### config.mk
export PLATFORM = sky130hd
export DESIGN_NAME = twm_ram
export DESIGN_NICKNAME = d
export VERILOG_FILES = /design/src/rtl/twm_ram.sv
export SDC_FILE = /design/constraint.sdc
export NUM_CORES = 2
export LEC_CHECK = 0
export BUFFER_PORTS_ARGS = -buffer_cell sky130_fd_sc_hd__buf_4
export CAP_MARGIN = 40
export CORE_UTILIZATION = 30
export DETAILED_ROUTE_END_ITERATION = 6
export GPL_ROUTABILITY_DRIVEN = 1
export PLACE_DENSITY = 0.48
export SETUP_SLACK_MARGIN = 0.5
export SLEW_MARGIN = 30
export SYNTH_ARGS = -nofsm -noshare
export SYNTH_HDL_FRONTEND = slang
export SYNTH_SLANG_ARGS = --single-unit
### constraint.sdc
create_clock -name clk -period 6.4 [get_ports clk]
set_input_delay 0.64 -clock clk [delete_from_list [all_inputs] [get_ports clk]]
set_output_delay 0.64 -clock clk [all_outputs]
set_load 0.02 [all_outputs]
### src/rtl/twm_ram.sv
`default_nettype none
// ----------------------------------------------------------------------------
// twm_ram
// Generic single-port RAM with registered read.
// ----------------------------------------------------------------------------
module twm_ram #(
	parameter int WIDTH = 32,
	parameter int DEPTH = 81
) (
	input  wire logic                     clk,
	input  wire logic                     we,
	input  wire logic [$clog2(DEPTH)-1:0] addr,
	input  wire logic [WIDTH-1:0]         wdata,
	output logic      [WIDTH-1:0]         rdata
);

	logic [WIDTH-1:0] mem [DEPTH];

	always_ff @(posedge clk) begin
		if (we)
			mem[addr] <= wdata;
		rdata <= mem[addr];
	end

endmodule
`default_nettype wire

==> summary.md <==
| Metric | Value |
|---|---|
| R2R depth | `6` |
| Crit path setup slack, layout | `2.967 ns` |
| Pre-CTS WS | `1.878 ns` |
| Height of the die | `579.6 µm` |
| CP cell instances | `buf_8, buf_4, and2_1, buf_4, a22oi_1, o221ai_1, nand3_1, a311oi_1` |
| Worst reg2reg endpoint | `rdata[14]` |
| Total length of routed wires | `341.7 mm` |
| CTS max path bufs | `4` |
| Via count | `54,620` |
| Worst R2R Setup Slack | `3.84 ns` |
| First-pass GRT wire length | `464.0 mm` |
| Syn_nets | `5,089` |
| Final Hold Fails | `0` |
| Placer Congestion | `0.8063` |
| Remaining DRCs | `0` |
| Slew Viols, Final | `0` |
| Max VDD drop | `0.2169 mV` |
| Pwr dens | `316.5 nW/µm²` |
| Root buf cell | `clkbuf_16` |
| Max_slew headroom | `36.85%` |
| Fmax | `291.3 MHz` |
| Mapped Area | `100,100 µm²` |
| Outcome | `finished clean` |
| Core area | `331,100 µm²` |
| Top fanout value on the critical path | `52` |
| Prevailing post-synth register cell | `edfxtp_1` |
| Critical R2R Launch | `mem[19][14]` |
| Most used cell, CP | `buf_4` |
| CP Class | `primary input to register` |
| IO Port Bufs | `72` |
| RSZ-0062 raised after global routing | `no` |
| FFs w/ async S/R, synth | `0%` |
| Drt via density | `5.501` |
| # Max-Cap Violations | `0` |
| Worst setup EP type | `register` |
| Crit path max-delay cell type | `and2_1` |
| Worst Max-Slew Pin Slew | `0.9370 ns` |
| Initial antenna violation count | `32` |
| Final antenna-violating net count | `0` |
| CTS Buf Count | `280` |
| Vias in the first global route | `54,070` |
| Dpl cells | `9,426` |
| Slowest stage delay, CP | `0.81 ns` |
| Finished Layout Cells | `9,929` |
| Std cell rows | `211` |
| Leakage | `36.50 nW` |
| Clock sink count | `2,624` |
| # setup viols final | `0` |
| Sequential-to-total area share from yosys stat | `78.40%` |
| Fin Setup TNS | `0 ns` |
| CP required | `7.08 ns` |
| Final Power | `37.01 mW` |
| DRT Pass-1 Iters | `6` |
| Aggregate global-route resource usage | `19.76%` |
| Overflow left after global routing | `0` |
| Worst hold stages | `1` |
| H-tree Lvls | `5` |
| End-of-flow core utilization | `35.33%` |
| CTS tree | `built` |
| EDFF count, synth | `2,592` |
| Avg Cell Area, Syn | `19.83 µm²` |
| Post-detailed-route wirelength per cell | `34.41 µm` |
| Layout cell share with drive strength beyond 1 | `22.50%` |
| Area Overhead vs Synth | `16.84%` |
| Synth cell types | `68` |
| Die span in x | `579.6 µm` |
| Largest net degree at the start of global routing | `98` |
| Ports | `73` |
| Number of DRC markers in iteration 0 | `6,629` |
| Clock Skew | `0.03636 ns` |
| Total die area | `335,900 µm²` |
| Clock slew at reported path FFs | `0.06 ns` |
| Worst EP arrival | `4.12 ns` |
| HPWL Detailed | `201.8 mm` |
| Hold Path End | `mem[18][30]` |
| Hold Path Class | `primary input to register` |
| Period utilization | `53.64%` |
| Yosys reg bits | `2,624` |
| CP startpoint kind | `primary input` |
| Initial Util | `30.23%` |
| Syn Inst Count | `5,048` |
| Worst Hold Launch | `wdata[30]` |
| Latest clock arrival within the worst-skew pair | `0.86 ns` |
| Nets@finish | `5,393` |
| Min Tclk post-route | `3.433 ns` |
| Ys Warns | `0` |
cell type report:
type                    count  area (µm²)
fillers                 30840      214100
flip-flops and latches   2624       78480
clock inverters           125        1131
well taps                4366        5463
inverters                   8       38.79
multi-input cells        2078       20380
repair buffers            360        3814
clock buffers             364        7634
diodes                      4       10.01
layer usage:
layer | vias up | routed length (µm) | track usage [%]
li1 | 21940 | - | -
met1 | 29600 | 143900 | 27.36
met2 | 2566 | 159700 | 31.57
met3 | 510 | 26870 | 3.490
met4 | 12 | 11190 | 6.142
met5 | - | 71 | 0
synthesized netlist by cell type (all sizes together), types with 89 or more instances:
| library cell | count | area share, % |
|---|---|---|
| a221oi | 262 | 2.3 |
| a22oi | 142 | 1.1 |
| buf | 240 | 1.6 |
| clkbuf | 98 | 0.37 |
| edfxtp | 2592 | 78 |
| mux2 | 89 | 1.0 |
| mux2i | 285 | 2.9 |
| mux4 | 288 | 6.5 |
| nand2 | 125 | 0.47 |
| nor2 | 193 | 0.73 |
| o21ai | 89 | 0.45 |
| o22ai | 115 | 0.72 |
power breakdown:
| group | internal, mW | leakage, nW | switching, mW |
|---|---|---|---|
| combinational | 0.618 | 8.63 | 1.49 |
| clock | 9.15 | 4.30 | 6.73 |
| sequential | 19.0 | 23.6 | 0.0648 |
| total | 28.7 | 36.5 | 8.28 |
stage by stage:
step / instance area [µm²] / hold WS, ns
floorplan: 100100 / 0.4903
global placement: 106800 / 0.5405
detailed placement: 108000 / 0.5803
CTS: 116800 / 0.01462
global route: 116900 / 0.03412
finish: 116900 / 0.04554
worst max-delay path by stage:
stage	slack (ns)	startpoint	to	cells past startpoint
detailed placement	1.88	addr[0]	rdata[23]	8
global route	2.89	addr[0]	rdata[28]	8
floorplan	1.03	addr[1]	mem[80][0]	6
global placement	1.33	addr[2]	rdata[2]	7
CTS	2.78	addr[0]	rdata[23]	8
finish	2.97	addr[2]	rdata[1]	8
state kept, by name, indices dropped and copies added, names as in the netlist:
signal  flops
rdata      32
mem      2592
cell families (layout without fill, tap and decap cells):
group	count (synthesis)	in the layout	synth area share, %
flops	2624	2624	78.40
compound gates	950	950	7.195
buf+inv	346	857	1.998
mux	662	662	10.34
simple gates	466	466	2.059
other cells	0	4	0
critical path: cells and delay by family:
family / cells / cell delay (ns)
buf+inv: 3 / 1.25
compound gates: 3 / 1.12
simple gates: 2 / 0.97
what timing repair did:
action | 4_1_cts | 5_1_grt
endpoints found under the setup margin | 0 | 0
endpoints found under the hold margin | 11 | 0
resized for setup | 0 | 0
hold buffers | 2 | 0
buffers inserted | 0 | 0
cell usage in the layout (no fill, tap or decap), types with 10 or more instances in the layout:
master,netlist,final
mux2_2,89,89
nor2_4,1,74
mux4_2,285,285
nor4_1,12,10
a211oi_1,19,19
dfxtp_1,32,32
a22o_1,32,32
nand2_1,125,123
nor3_1,24,16
a221oi_1,260,260
clkbuf_8,0,12
clkbuf_16,0,289
o22ai_1,115,115
nand3_1,46,45
edfxtp_1,2592,2592
o211ai_1,18,18
a31oi_1,20,19
bufinv_16,0,18
a21oi_1,77,77
o21ai_0,89,86
a221o_1,24,24
clkinv_2,0,44
mux2i_1,285,285
clkbuf_1,98,63
buf_6,23,13
buf_16,0,35
buf_4,71,274
a22oi_1,142,142
and3_1,14,14
o311ai_0,18,12
nor2_1,191,113
clkinv_1,1,44
buf_12,7,25
o221ai_1,46,46
(Power assumes the default switching activity.)
