### src/rtl/twm_pkg.sv
`default_nettype none
// ----------------------------------------------------------------------------
// twm_pkg
// Shared constants, types and helpers of the thrust table and wrench mixer.
// ----------------------------------------------------------------------------
package twm_pkg;

	localparam int TABLE_POINTS = 81;
	localparam int MOTOR_COUNT  = 8;
	localparam int TAB_AW       = $clog2(TABLE_POINTS);
	localparam int MOT_AW       = $clog2(MOTOR_COUNT);
	localparam int ENTRY_W      = 32;   // {thrust, pwm}
	localparam int ACC_W        = 38;
	localparam int OUT_W        = 18;

	localparam logic [TAB_AW-1:0] LAST_IDX = TAB_AW'(TABLE_POINTS - 1);

	localparam logic signed [OUT_W-1:0] TORQUE_MAX = 18'sd131071;
	localparam logic signed [OUT_W-1:0] TORQUE_MIN = -18'sd131072;

	// register indexes of the configuration port
	localparam logic [2:0] REG_QUAD_PITCH  = 3'd0;
	localparam logic [2:0] REG_DRIVE_YAW   = 3'd1;
	localparam logic [2:0] REG_DRIVE_PITCH = 3'd2;
	localparam logic [2:0] REG_QUAD_ROLL   = 3'd3;
	localparam logic [2:0] REG_YAW_MOTOR   = 3'd4;

	localparam logic MODE_LOAD    = 1'b0;
	localparam logic MODE_CONVERT = 1'b1;

	typedef enum logic [3:0] {
		ST_IDLE,
		ST_SCAN,
		ST_PICK,
		ST_MUL1,
		ST_MUL2,
		ST_DIVGO,
		ST_DIV,
		ST_STORE,
		ST_MIX,
		ST_DONE
	} state_t;

	// Q14.24 -> Q10.8, round half up, saturate
	function automatic logic signed [OUT_W-1:0] torque_round(
		input logic signed [ACC_W-1:0] acc);
		logic signed [ACC_W:0]    v;
		logic signed [ACC_W-16:0] r;
		begin
			v = {acc[ACC_W-1], acc} + (ACC_W+1)'(32768);
			r = v[ACC_W:16];
			if (r > (ACC_W-15)'(TORQUE_MAX))
				torque_round = TORQUE_MAX;
			else if (r < (ACC_W-15)'(TORQUE_MIN))
				torque_round = TORQUE_MIN;
			else
				torque_round = r[OUT_W-1:0];
		end
	endfunction

endpackage
`default_nettype wire

### src/rtl/twm_divider.sv
`default_nettype none
// ----------------------------------------------------------------------------
// twm_divider
// Restoring unsigned divider, 32 / 16 bits, one quotient bit per cycle.
// ----------------------------------------------------------------------------
module twm_divider
	import twm_pkg::*;
(
	input  wire logic        clk,
	input  wire logic        arst_n,
	input  wire logic        start,
	input  wire logic [31:0] dividend,
	input  wire logic [15:0] divisor,
	output logic             done,
	output logic [31:0]      quotient
);

	logic [15:0] rem_q;
	logic [31:0] quo_q;
	logic [15:0] den_q;
	logic [5:0]  cnt_q;
	logic        busy_q;
	logic [16:0] r2;
	logic [17:0] diff;

	assign r2       = {rem_q, quo_q[31]};
	assign diff     = {1'b0, r2} - {2'b00, den_q};
	assign quotient = quo_q;

	always_ff @(posedge clk or negedge arst_n) begin
		if (!arst_n) begin
			busy_q <= 1'b0;
			cnt_q  <= '0;
			done   <= 1'b0;
		end else begin
			done <= 1'b0;
			if (start) begin
				busy_q <= 1'b1;
				cnt_q  <= '0;
			end else if (busy_q) begin
				cnt_q <= cnt_q + 6'd1;
				if (cnt_q == 6'd31) begin
					busy_q <= 1'b0;
					done   <= 1'b1;
				end
			end
		end
	end

	always_ff @(posedge clk) begin
		if (start) begin
			rem_q <= '0;
			quo_q <= dividend;
			den_q <= divisor;
		end else if (busy_q) begin
			if (!diff[17]) begin
				rem_q <= diff[15:0];
				quo_q <= {quo_q[30:0], 1'b1};
			end else begin
				rem_q <= r2[15:0];
				quo_q <= {quo_q[30:0], 1'b0};
			end
		end
	end

endmodule
`default_nettype wire

### config.mk
export PLATFORM = sky130hd
export DESIGN_NAME = twm_divider
export DESIGN_NICKNAME = d
export VERILOG_FILES = /design/src/rtl/twm_pkg.sv /design/src/rtl/twm_divider.sv
export SDC_FILE = /design/constraint.sdc
export NUM_CORES = 1
export LEC_CHECK = 0
export BUFFER_PORTS_ARGS = -buffer_cell sky130_fd_sc_hd__buf_2
export CAP_MARGIN = 20
export CORE_ASPECT_RATIO = 1.25
export CORE_MARGIN = 10
export CORE_UTILIZATION = 54
export DETAILED_ROUTE_END_ITERATION = 6
export PLACE_DENSITY_LB_ADDON = 0.1
export REMOVE_ABC_BUFFERS = 1
export SLEW_MARGIN = 20
export SYNTH_ARGS = -nofsm -noshare
export SYNTH_HDL_FRONTEND = slang
export SYNTH_SLANG_ARGS = --single-unit
### constraint.sdc
create_clock -name clk -period 2.5 [get_ports clk]
set_input_delay 0.25 -clock clk [delete_from_list [all_inputs] [get_ports clk]]
set_output_delay 0.25 -clock clk [all_outputs]
set_load 0.005 [all_outputs]
==> results.ini, run 1 <==
[sta]
setup_violations = 0
finalCriticalPeriod_ps = 2316
clock_skew_ps = 14.58
max_clock_freq_mhz = 431.8
worst_pin_slew_ps = 509.1
relSlewSlack = 0.6603
hold_viol_final = 0
min_period_over_period = 0.9263
grt_setup_unrepaired = false
drv_slew = 0

[yosys]
synth_async_sr_flop_share = 0.1111
ys_seq_area_frac = 0.5244
syn-mean-instance-area_um2 = 11.69
synth-edff-count = 48
ys_ff_latch = 72
syn-cell-area_mm2 = 0.003741
yosysWarnings = 0
synth_cell_type_count = 50
syn-instance-count = 320
synthFlopType = edfxtp_1

[clock_tree]
cts.sinks = 72
root_buffer = clkbuf_8
clk-insertion-delay-late_ps = 340
clk_pin_slew_worst_paths_ps = 80
cts-buffers-inserted = 9
cts_tree = built
maximum_number_of_buffers_from_clock_root_to_sink = 2
cts-htree-levels = 3

[layout]
drive_above_1_share = 0.3708
area.growth.synth_to_final_pct = 19.03
nNetsFinal = 482
antenna_cells = 0
instances_no_fill = 505
finish.utilization = 0.6699

[grt]
grt.overflow.total = 0
global_route.usage.met3 = 0.05886
gr-max-usage-layer = met2
wire_length_of_the_first_global_routing_pass_um = 13680
grt_antenna_before_repair = 0
groute.usage.overall = 0.1579
globalRouteMet2Util = 0.2560
grtUsageMet1 = 0.1883
number_of_global_route_vias_before_repair = 2893
grt_max_degree = 33

[placed_design]
post-dp-hpwl_um = 6091
numPlacedInstances = 487
place.gp.congestion = 0.8401
port_buffers = 83

[worst_hold_path]
timing.hold.worst.class = in2reg

[detailed_routing]
remaining_routing_drc_violations = 0
detailedRoute.firstPassIterationCount = 4
wire_per_inst_um = 16.09
detailedRoute.firstIterationViolations = 113
viasPerCell = 5.376
routed_wire_length_um = 8126
ant_nets = 0
via_count = 2715

[setup_path]
timing.critical_path.cells = inv_1 -> ha_1 -> inv_1 -> fa_2 -> a21o_1 -> a311oi_2 -> o21bai_1 -> a31o_1 -> a21oi_2 -> xor2_1 -> o21ai_1
worstPathRequired_ps = 2730
cp_slowest_cell = edfxtp_1
worst_ep_arrival_time_ps = 2540
worstPathMaxFanout = 3
critical_path.n_buffers_inverters = 2
worst_path_dominant_cell_family = compound AO/OA/AOI/OAI gates
crit_path_launch_type = flop
worst_setup_path_end_kind = flop
worst_path_largest_cell_delay_ps = 380
timing.setup.critical_path_class = reg2reg
most_used_cell_cp = inv_1

[pwr]
finalPower_mw = 2.536
cellPowerDensity_mw_per_mm2 = 569.6
peakVddDrop_v = 0.0004111
static-leakage-power_nw = 1.951

[floorplanning]
die_width_um = 94.45
ios = 84
die_h_um = 113.1
initial_core_util = 0.5628
placeableCoreArea_mm2 = 0.006648
row_count = 33
die_area_mm2 = 0.01068

[status]
status = finished clean

[run]
maxCapViolations = 0

## worst reg2reg max path, delay by kind of cell, from the launching register on
family | cells | cell delay, ps
buffers and inverters | 2 | 120
AOI/OAI and AO/OA | 6 | 1050
DFF | 1 | 380
adders and majority gates | 2 | 490
xor gates and xnor gates | 1 | 160
## kinds of logic (layout without fill, tap and decap cells)
| logic type | count (synthesis) | count (layout) | share of synthesized area |
|---|---|---|---|
| flip-flops | 72 | 72 | 0.5244 |
| AO/OA/AOI/OAI | 49 | 49 | 0.1030 |
| buffers and inverters | 30 | 128 | 0.04013 |
| multiplexers | 35 | 35 | 0.1047 |
| adder cells (fa/ha/maj) | 18 | 18 | 0.06221 |
| AND/OR/NAND/NOR | 100 | 100 | 0.1281 |
| XOR/XNOR | 16 | 16 | 0.03746 |
## where the power goes
| part | internal (mW) | switching (mW) | leakage, nW |
|---|---|---|---|
| clock | 0.357 | 0.438 | 0.0878 |
| sequential | 1.36 | 0.0393 | 0.731 |
| combinational | 0.178 | 0.161 | 1.13 |
| total | 1.90 | 0.638 | 1.95 |
## routing by layer
metal,routed length [um],up-vias
li1,-,1351
met1,3455,1279
met2,4026,72
met3,531,13
met4,112,0
met5,0,-
## Yosys cell counts, drive strengths merged, types with 5 or more instances
cell type / number / area share
a21oi: 15 / 0.025
dfrtp: 8 / 0.054
nor2: 23 / 0.027
xor2: 9 / 0.021
clkbuf: 7 / 0.0070
xnor2: 7 / 0.016
o21ai: 7 / 0.010
nand3: 23 / 0.031
buf: 5 / 0.015
a311oi: 7 / 0.018
ha: 17 / 0.057
mux2: 33 / 0.099
a21o: 5 / 0.012
inv: 18 / 0.018
dfxtp: 16 / 0.086
nand2: 31 / 0.031
edfxtp: 48 / 0.39
nand2b: 5 / 0.0084
## layout by cell type, fill, tap and decap left out, types with 3 or more instances in the layout
cell type	count
buf_2	83
edfxtp_1	48
mux2_2	33
nand2_1	31
nand3_1	23
nor2_1	21
inv_1	18
ha_1	17
dfxtp_1	16
a21oi_1	12
xor2_1	9
clkbuf_8	9
buf_4	9
dfrtp_1	8
xnor2_1	7
nand2b_1	5
a311oi_1	5
a21o_1	4
nand4_1	3
o21ai_0	3
o21ai_1	3
nor3_1	3
clkinv_2	3
## layout make-up
cell class,instances,area (um^2)
fillers,557,2195
clock buffers,10,127.6
well taps,87,108.9
multi-input cells,218,1638
inverters,18,67.56
clock inverters,6,36.28
flip-flops and latches,72,1962
repair buffers,94,513.0
## state kept, by name (all words and copies together) (netlist names)
register and count:
done 1, quotient 32, busy_q 1, rem_q 16, den_q 16, cnt_q 6
## per-stage QoR
stage	area, um^2	setup WS, ps	setup TNS (ps)	hold slack, ps
floorplan	3659	128.1	0	-45.59
global placement	4263	28.20	0	99.08
detailed placement	4263	-25.01	-25.01	101.1
CTS	4443	7.838	0	58.95
global route	4453	25.30	0	61.58
finish	4453	184.2	0	75.36
## what timing repair did
action	4_1_cts	5_1_grt
setup endpoints to repair	1	3
endpoints found under the hold margin	8	0
pin swaps	0	3
buffers inserted	0	1
resized for setup	1	2
hold buffers	1	0
## final timing paths
kind | from | endpoint | slack [ps] | cells after the start
worst max-delay path | quotient[31]$_DFFE_PP_ | rem_q[14]$_SDFFE_PP0P_ | 180 | 11
worst min-delay path | divisor[3] | den_q[3]$_DFFE_PP_ | 80 | 1
worst max register to register | quotient[31]$_DFFE_PP_ | rem_q[14]$_SDFFE_PP0P_ | 180 | 11
worst min register to register | rem_q[2]$_SDFFE_PP0P_ | rem_q[2]$_SDFFE_PP0P_ | 500 | 2
max in group asynchronous | arst_n | cnt_q[2]$_DFFE_PN0P_ | 2040 | 2
min in group asynchronous | arst_n | cnt_q[5]$_DFFE_PN0P_ | 290 | 2
Note: power is estimated with default switching activity, not from simulation.
==> inputs of run 2 (changes only) <==
PLACE_DENSITY = 0.8   (was unset)
PLACE_DENSITY_LB_ADDON = unset   (was 0.1)
==> run 2 against run 1 <==
  * Critical path depth unchanged
  * Critical path type unchanged
  * Power up 9.9%
  * Cell count up 0.20%
  * Cell area up 1.5%
  * Sequential power about the same
  * Clock skew down 1.4 ps
  * Combinational power up 4%
==> results.ini, run 2 (synthesis gave the netlist of run 1 again) <==
[status]
status = finished clean  ; unchanged

[sta]
relSlewSlack = 0.5194  ; was 0.6603
hold_viol_final = 0  ; unchanged
grt_setup_unrepaired = false  ; unchanged
setup_violations = 0  ; unchanged
max_clock_freq_mhz = 434.6  ; was 431.8 MHz
finalCriticalPeriod_ps = 2301  ; was 2316 ps
worst_pin_slew_ps = 721.0  ; was 509.1 ps
drv_slew = 0  ; unchanged
min_period_over_period = 0.9204  ; was 0.9263
finalSetupTns_ps = 0  ; unchanged
clock_skew_ps = 13.13  ; was 14.58 ps

[pwr]
peakVddDrop_v = 0.0004317  ; was 0.0004111 V
cellPowerDensity_mw_per_mm2 = 616.6  ; was 569.6 mW/mm^2
static-leakage-power_nw = 1.979  ; was 1.951 nW
finalPower_mw = 2.787  ; was 2.536 mW

[floorplanning]
placeableCoreArea_mm2 = 0.006648  ; unchanged
die_h_um = 113.1  ; unchanged
initial_core_util = 0.5628  ; unchanged
die_area_mm2 = 0.01068  ; unchanged
ios = 84  ; unchanged
row_count = 33  ; unchanged
die_width_um = 94.45  ; unchanged

[detailed_routing]
detailedRoute.firstIterationViolations = 117  ; was 113
wire_per_inst_um = 16.94  ; was 16.09 um
remaining_routing_drc_violations = 0  ; unchanged
detailedRoute.firstPassIterationCount = 5  ; was 4
viasPerCell = 5.518  ; was 5.376
routed_wire_length_um = 8572  ; was 8126 um
via_count = 2792  ; was 2715
ant_nets = 0  ; unchanged

[setup_path]
worst_path_dominant_cell_family = compound AO/OA/AOI/OAI gates  ; unchanged
timing.setup.critical_path_class = reg2reg  ; unchanged
crit_path_launch_type = flop  ; unchanged
timing.critical_path.cells = inv_1 -> ha_1 -> inv_1 -> fa_2 -> a21o_1 -> a311oi_2 -> o21bai_1 -> a31o_1 -> a21oi_2 -> xor2_1 -> o21ai_1  ; unchanged
most_used_cell_cp = inv_1  ; unchanged
worst_path_largest_cell_delay_ps = 390  ; was 380 ps
worstPathMaxFanout = 3  ; unchanged
cp_slowest_cell = edfxtp_1  ; unchanged
worst_setup_path_end_kind = flop  ; unchanged
critical_path.n_buffers_inverters = 2  ; unchanged
worst_ep_arrival_time_ps = 2540  ; about the same
worstPathRequired_ps = 2740  ; was 2730 ps

[clock_tree]
clk-insertion-delay-late_ps = 350  ; was 340 ps
root_buffer = clkbuf_8  ; unchanged
cts_tree = built  ; unchanged
clk_pin_slew_worst_paths_ps = 90  ; was 80 ps
cts-htree-levels = 3  ; unchanged
maximum_number_of_buffers_from_clock_root_to_sink = 2  ; unchanged
cts-buffers-inserted = 9  ; unchanged
cts.sinks = 72  ; unchanged

[layout]
instances_no_fill = 506  ; was 505
antenna_cells = 0  ; unchanged
area.growth.synth_to_final_pct = 20.80  ; was 19.03%
finish.utilization = 0.6798  ; was 0.6699
final_standard_cell_area_without_fillers_mm2 = 0.004519  ; was 0.004453 mm^2
mostFrequentLayoutCell = buf_2  ; unchanged
flip_flop_count_of_the_largest_register_all_copies_and_words_added = 32  ; unchanged
nNetsFinal = 483  ; was 482
nFillCells = 504  ; was 557
drive_above_1_share = 0.3771  ; was 0.3708
most_used_cells_in_the_layout_excluding_fill_and_tap_cells = buf_2 (83), edfxtp_1 (48), mux2_2 (33)  ; unchanged

[grt]
grt_antenna_before_repair = 0  ; unchanged
wire_length_of_the_first_global_routing_pass_um = 14260  ; was 13680 um
groute.usage.overall = 0.1663  ; was 0.1579
grt_max_degree = 41  ; was 33
number_of_global_route_vias_before_repair = 3000  ; was 2893
grt.overflow.total = 0  ; unchanged

[placed_design]
postPlaceCellArea_mm2 = 0.004263  ; unchanged
post-dp-hpwl_um = 6250  ; was 6091 um
port_buffers = 83  ; unchanged
place.gp.congestion = 0.8910  ; was 0.8401
numPlacedInstances = 487  ; unchanged

[worst_hold_path]
timing.hold.worst.class = in2reg  ; unchanged

[run]
maxCapViolations = 0  ; unchanged

==> run 2: cell types whose count changed in the layout (fill, tap and decap cells not counted) <==
cell,change
clkbuf_1,-1
clkinv_2,-2
clkinv_4,+1
buf_4,+1
bufinv_16,+2
o21ai_2,+1
o21ai_1,-1
==> run 2: what timing repair did <==
action                                  CTS  global route
endpoints found under the setup margin    1             3
pin swaps                                 0             4
endpoints found under the hold margin     8             0
hold buffers                              1             0
gates resized for setup                   1             3
setup buffers                             0             2
gates cloned                              0             0
==> run 2: stage by stage <==
step                      worst slack [ps]  hold WS [ps]
after floorplan                      128.1        -45.59
after global placement               64.80         97.53
after detailed placement            -16.48         100.9
after CTS                            14.28         61.26
after global routing                 41.71         62.60
final                                198.9         77.14
==> run 2: final timing paths <==
check	slack (ps)	from	to	depth (start not counted)
max in group asynchronous	2060	arst_n	cnt_q[0]$_DFFE_PN0P_	2
min in group asynchronous	270	arst_n	cnt_q[2]$_DFFE_PN0P_	2
max reg2reg	200	quotient[31]$_DFFE_PP_	rem_q[14]$_SDFFE_PP0P_	11
max	200	quotient[31]$_DFFE_PP_	rem_q[14]$_SDFFE_PP0P_	11
min reg2reg	500	rem_q[6]$_SDFFE_PP0P_	rem_q[7]$_SDFFE_PP0P_	2
min	80	divisor[15]	den_q[15]$_DFFE_PP_	1
==> run 2: layout make-up <==
cell class                      instances  area (um^2)  area share
Inverter                               18        67.56     0.01495
Clock buffer                            9        123.9     0.02741
Multi-Input combinational cell        218         1642      0.3632
Clock inverter                          7        95.09     0.02104
Timing Repair Buffer                   95        520.5      0.1152
Tap cell                               87        108.9     0.02409
Sequential cell                        72         1962      0.4341
==> run 2: per-layer routing <==
metal | global-route usage | vias to the layer above | wire [um]
li1 | - | 1352 | -
met1 | 0.1860 | 1329 | 3377
met2 | 0.2794 | 96 | 4354
met3 | 0.06812 | 15 | 704
met4 | 0.05178 | 0 | 135
met5 | 0 | - | 0
==> run 2: power breakdown <==
part	total, mW	switching [mW]	internal [mW]
clock network	1.03	0.464	0.564
logic	0.354	0.169	0.185
registers	1.40	0.0423	1.36
total	2.79	0.675	2.11
==> inputs of run 3 (changes only) <==
clock period = 2.34 ns   (was 2.5 ns; I/O delays follow)
==> run 3 against run 2 <==
  * The flow now finishes with violations (negative setup slack)
  * Clock power hardly changed
  * Worst hold slack lost 35 ps
  * Sequential share of layout area shrank 0.86 points
  * Critical endpoint unchanged
==> results.ini, run 3 (synthesis gave the netlist of run 1 again) <==
[placed_design]
port_buffers = 83  ; unchanged
post-dp-hpwl_um = 6488  ; was 6250 um
place.gp.congestion = 0.8323  ; was 0.8910
postPlaceCellArea_mm2 = 0.004315  ; was 0.004263 mm^2

[sta]
max_clock_freq_mhz = 420.3  ; was 434.6 MHz
finalCriticalPeriod_ps = 2379  ; was 2301 ps
worst_pin_slew_ps = 528.6  ; was 721.0 ps
min_period_over_period = 1.017  ; was 0.9204
drv_slew = 0  ; unchanged
clock_skew_ps = 9.821  ; was 13.13 ps
grt_setup_unrepaired = true  ; was false
finalSetupTns_ps = -39.50  ; was 0 ps
relSlewSlack = 0.6476  ; was 0.5194
setup_violations = 1  ; was 0
hold_viol_final = 0  ; unchanged
postLayoutSetupSlackWorst_ps = -39.50  ; was 198.9 ps

[layout]
antenna_cells = 0  ; unchanged
drive_above_1_share = 0.4079  ; was 0.3771
finish.utilization = 0.6936  ; was 0.6798
area.growth.synth_to_final_pct = 23.24  ; was 20.80%
final_standard_cell_area_without_fillers_mm2 = 0.004611  ; was 0.004519 mm^2
mostFrequentLayoutCell = buf_2  ; unchanged
nNetsFinal = 493  ; was 483
nFillCells = 509  ; was 504
most_used_cells_in_the_layout_excluding_fill_and_tap_cells = buf_2 (83), edfxtp_1 (48), mux2_2 (33)  ; unchanged
flip_flop_count_of_the_largest_register_all_copies_and_words_added = 32  ; unchanged

[grt]
number_of_global_route_vias_before_repair = 3141  ; was 3000
wire_length_of_the_first_global_routing_pass_um = 14490  ; was 14260 um
grt.overflow.total = 0  ; unchanged
groute.usage.overall = 0.1711  ; was 0.1663
grt_antenna_before_repair = 0  ; unchanged
grt_max_degree = 37  ; was 41

[floorplanning]
die_h_um = 113.1  ; unchanged
row_count = 33  ; unchanged
die_width_um = 94.45  ; unchanged
die_area_mm2 = 0.01068  ; unchanged
ios = 84  ; unchanged
initial_core_util = 0.5628  ; unchanged
placeableCoreArea_mm2 = 0.006648  ; unchanged

[clock_tree]
cts-buffers-inserted = 9  ; unchanged
cts_tree = built  ; unchanged
clk-insertion-delay-late_ps = 360  ; was 350 ps
cts-htree-levels = 3  ; unchanged
maximum_number_of_buffers_from_clock_root_to_sink = 2  ; unchanged
cts.sinks = 72  ; unchanged
clk_pin_slew_worst_paths_ps = 80  ; was 90 ps
root_buffer = clkbuf_8  ; unchanged

[pwr]
static-leakage-power_nw = 2.016  ; was 1.979 nW
peakVddDrop_v = 0.0005934  ; was 0.0004317 V
finalPower_mw = 2.917  ; was 2.787 mW
cellPowerDensity_mw_per_mm2 = 632.6  ; was 616.6 mW/mm^2

[status]
status = finished, violations left  ; was finished clean
violations = negative setup slack

[detailed_routing]
ant_nets = 0  ; unchanged
viasPerCell = 5.587  ; was 5.518
routed_wire_length_um = 8834  ; was 8572 um
detailedRoute.firstPassIterationCount = 4  ; was 5
via_count = 2883  ; was 2792
wire_per_inst_um = 17.12  ; was 16.94 um
remaining_routing_drc_violations = 0  ; unchanged
detailedRoute.firstIterationViolations = 168  ; was 117

[setup_path]
crit_path_launch_type = flop  ; unchanged
worst_setup_path_end_kind = flop  ; unchanged
worst_ep_arrival_time_ps = 2630  ; was 2540 ps
worstPathMaxFanout = 2  ; was 3
worstPathRequired_ps = 2590  ; was 2740 ps
timing.setup.critical_path_class = reg2reg  ; unchanged

[worst_hold_path]
timing.hold.worst.class = in2reg  ; unchanged

[run]
maxCapViolations = 0  ; unchanged

run 3: cell types whose count changed in the layout (fill, tap and decap cells not counted), moves of 2 or more:
cell,before,now
buf_4,10,19
clkinvlp_4,0,2
nor2_1,21,19
nor2_2,0,2
run 3: worst paths after layout:
check	from	end	slack, ps	cells past startpoint
hold / removal	divisor[14]	den_q[14]$_DFFE_PP_	40	1
setup / recovery	quotient[31]$_DFFE_PP_	rem_q[14]$_SDFFE_PP0P_	-40	11
max in group asynchronous	arst_n	cnt_q[0]$_DFFE_PN0P_	1930	2
hold reg to reg	rem_q[4]$_SDFFE_PP0P_	rem_q[4]$_SDFFE_PP0P_	500	2
setup reg to reg	quotient[31]$_DFFE_PP_	rem_q[14]$_SDFFE_PP0P_	-40	11
min in group asynchronous	arst_n	cnt_q[5]$_DFFE_PN0P_	240	2
run 3: layer usage:
| layer | global-route usage | share of wire | vias up |
|---|---|---|---|
| met3 | 0.07275 | 0.083 | 15 |
| met4 | 0.08020 | 0.019 | 0 |
| li1 | - | - | 1375 |
| met1 | 0.1809 | 0.38 | 1407 |
| met2 | 0.2853 | 0.52 | 86 |
| met5 | 0 | 0 | - |
run 3: repair_timing:
action	in CTS	in global routing
pin swaps	4	2
gates cloned	0	0
resized for setup	3	7
hold buffers	1	0
hold endpoints to repair	8	0
setup endpoints to repair	3	9
buffers inserted	4	3
run 3: report_power, final:
group | switching, mW | internal [mW] | total, mW
Sequential | 0.0454 | 1.46 | 1.50
Clock | 0.493 | 0.524 | 1.02
Combinational | 0.187 | 0.211 | 0.398
run 3: layout make-up:
cell class              count  area, um^2  area share
flip-flops and latches     72        1962      0.4255
multi-input cells         218        1659      0.3598
repair buffers            105       608.1      0.1319
clock buffers              10       137.6     0.02985
well taps                  87       108.9     0.02361
clock inverters             6       67.56     0.01465
inverters                  18       67.56     0.01465
run 3: critical path: stages (launching register included):
cell      delay [ps]
edfxtp_1         390
inv_1             70
ha_2             170
inv_2             40
fa_2             350
a21o_1           200
a311oi_2         270
o21bai_1         120
a31o_1           240
a21oi_2          160
xor2_1           180
o21ai_1           90
run 3: stage by stage:
stage,cells,hold WS [ps],setup slack [ps]
2_1_floorplan,308,-61.59,-31.89
3_3_place_gp,494,82.90,-76.66
3_5_place_dp,494,83.98,-159.0
4_1_cts,515,29.25,14.28
5_1_grt,516,26.58,-159.2
6_report,516,41.85,-39.50
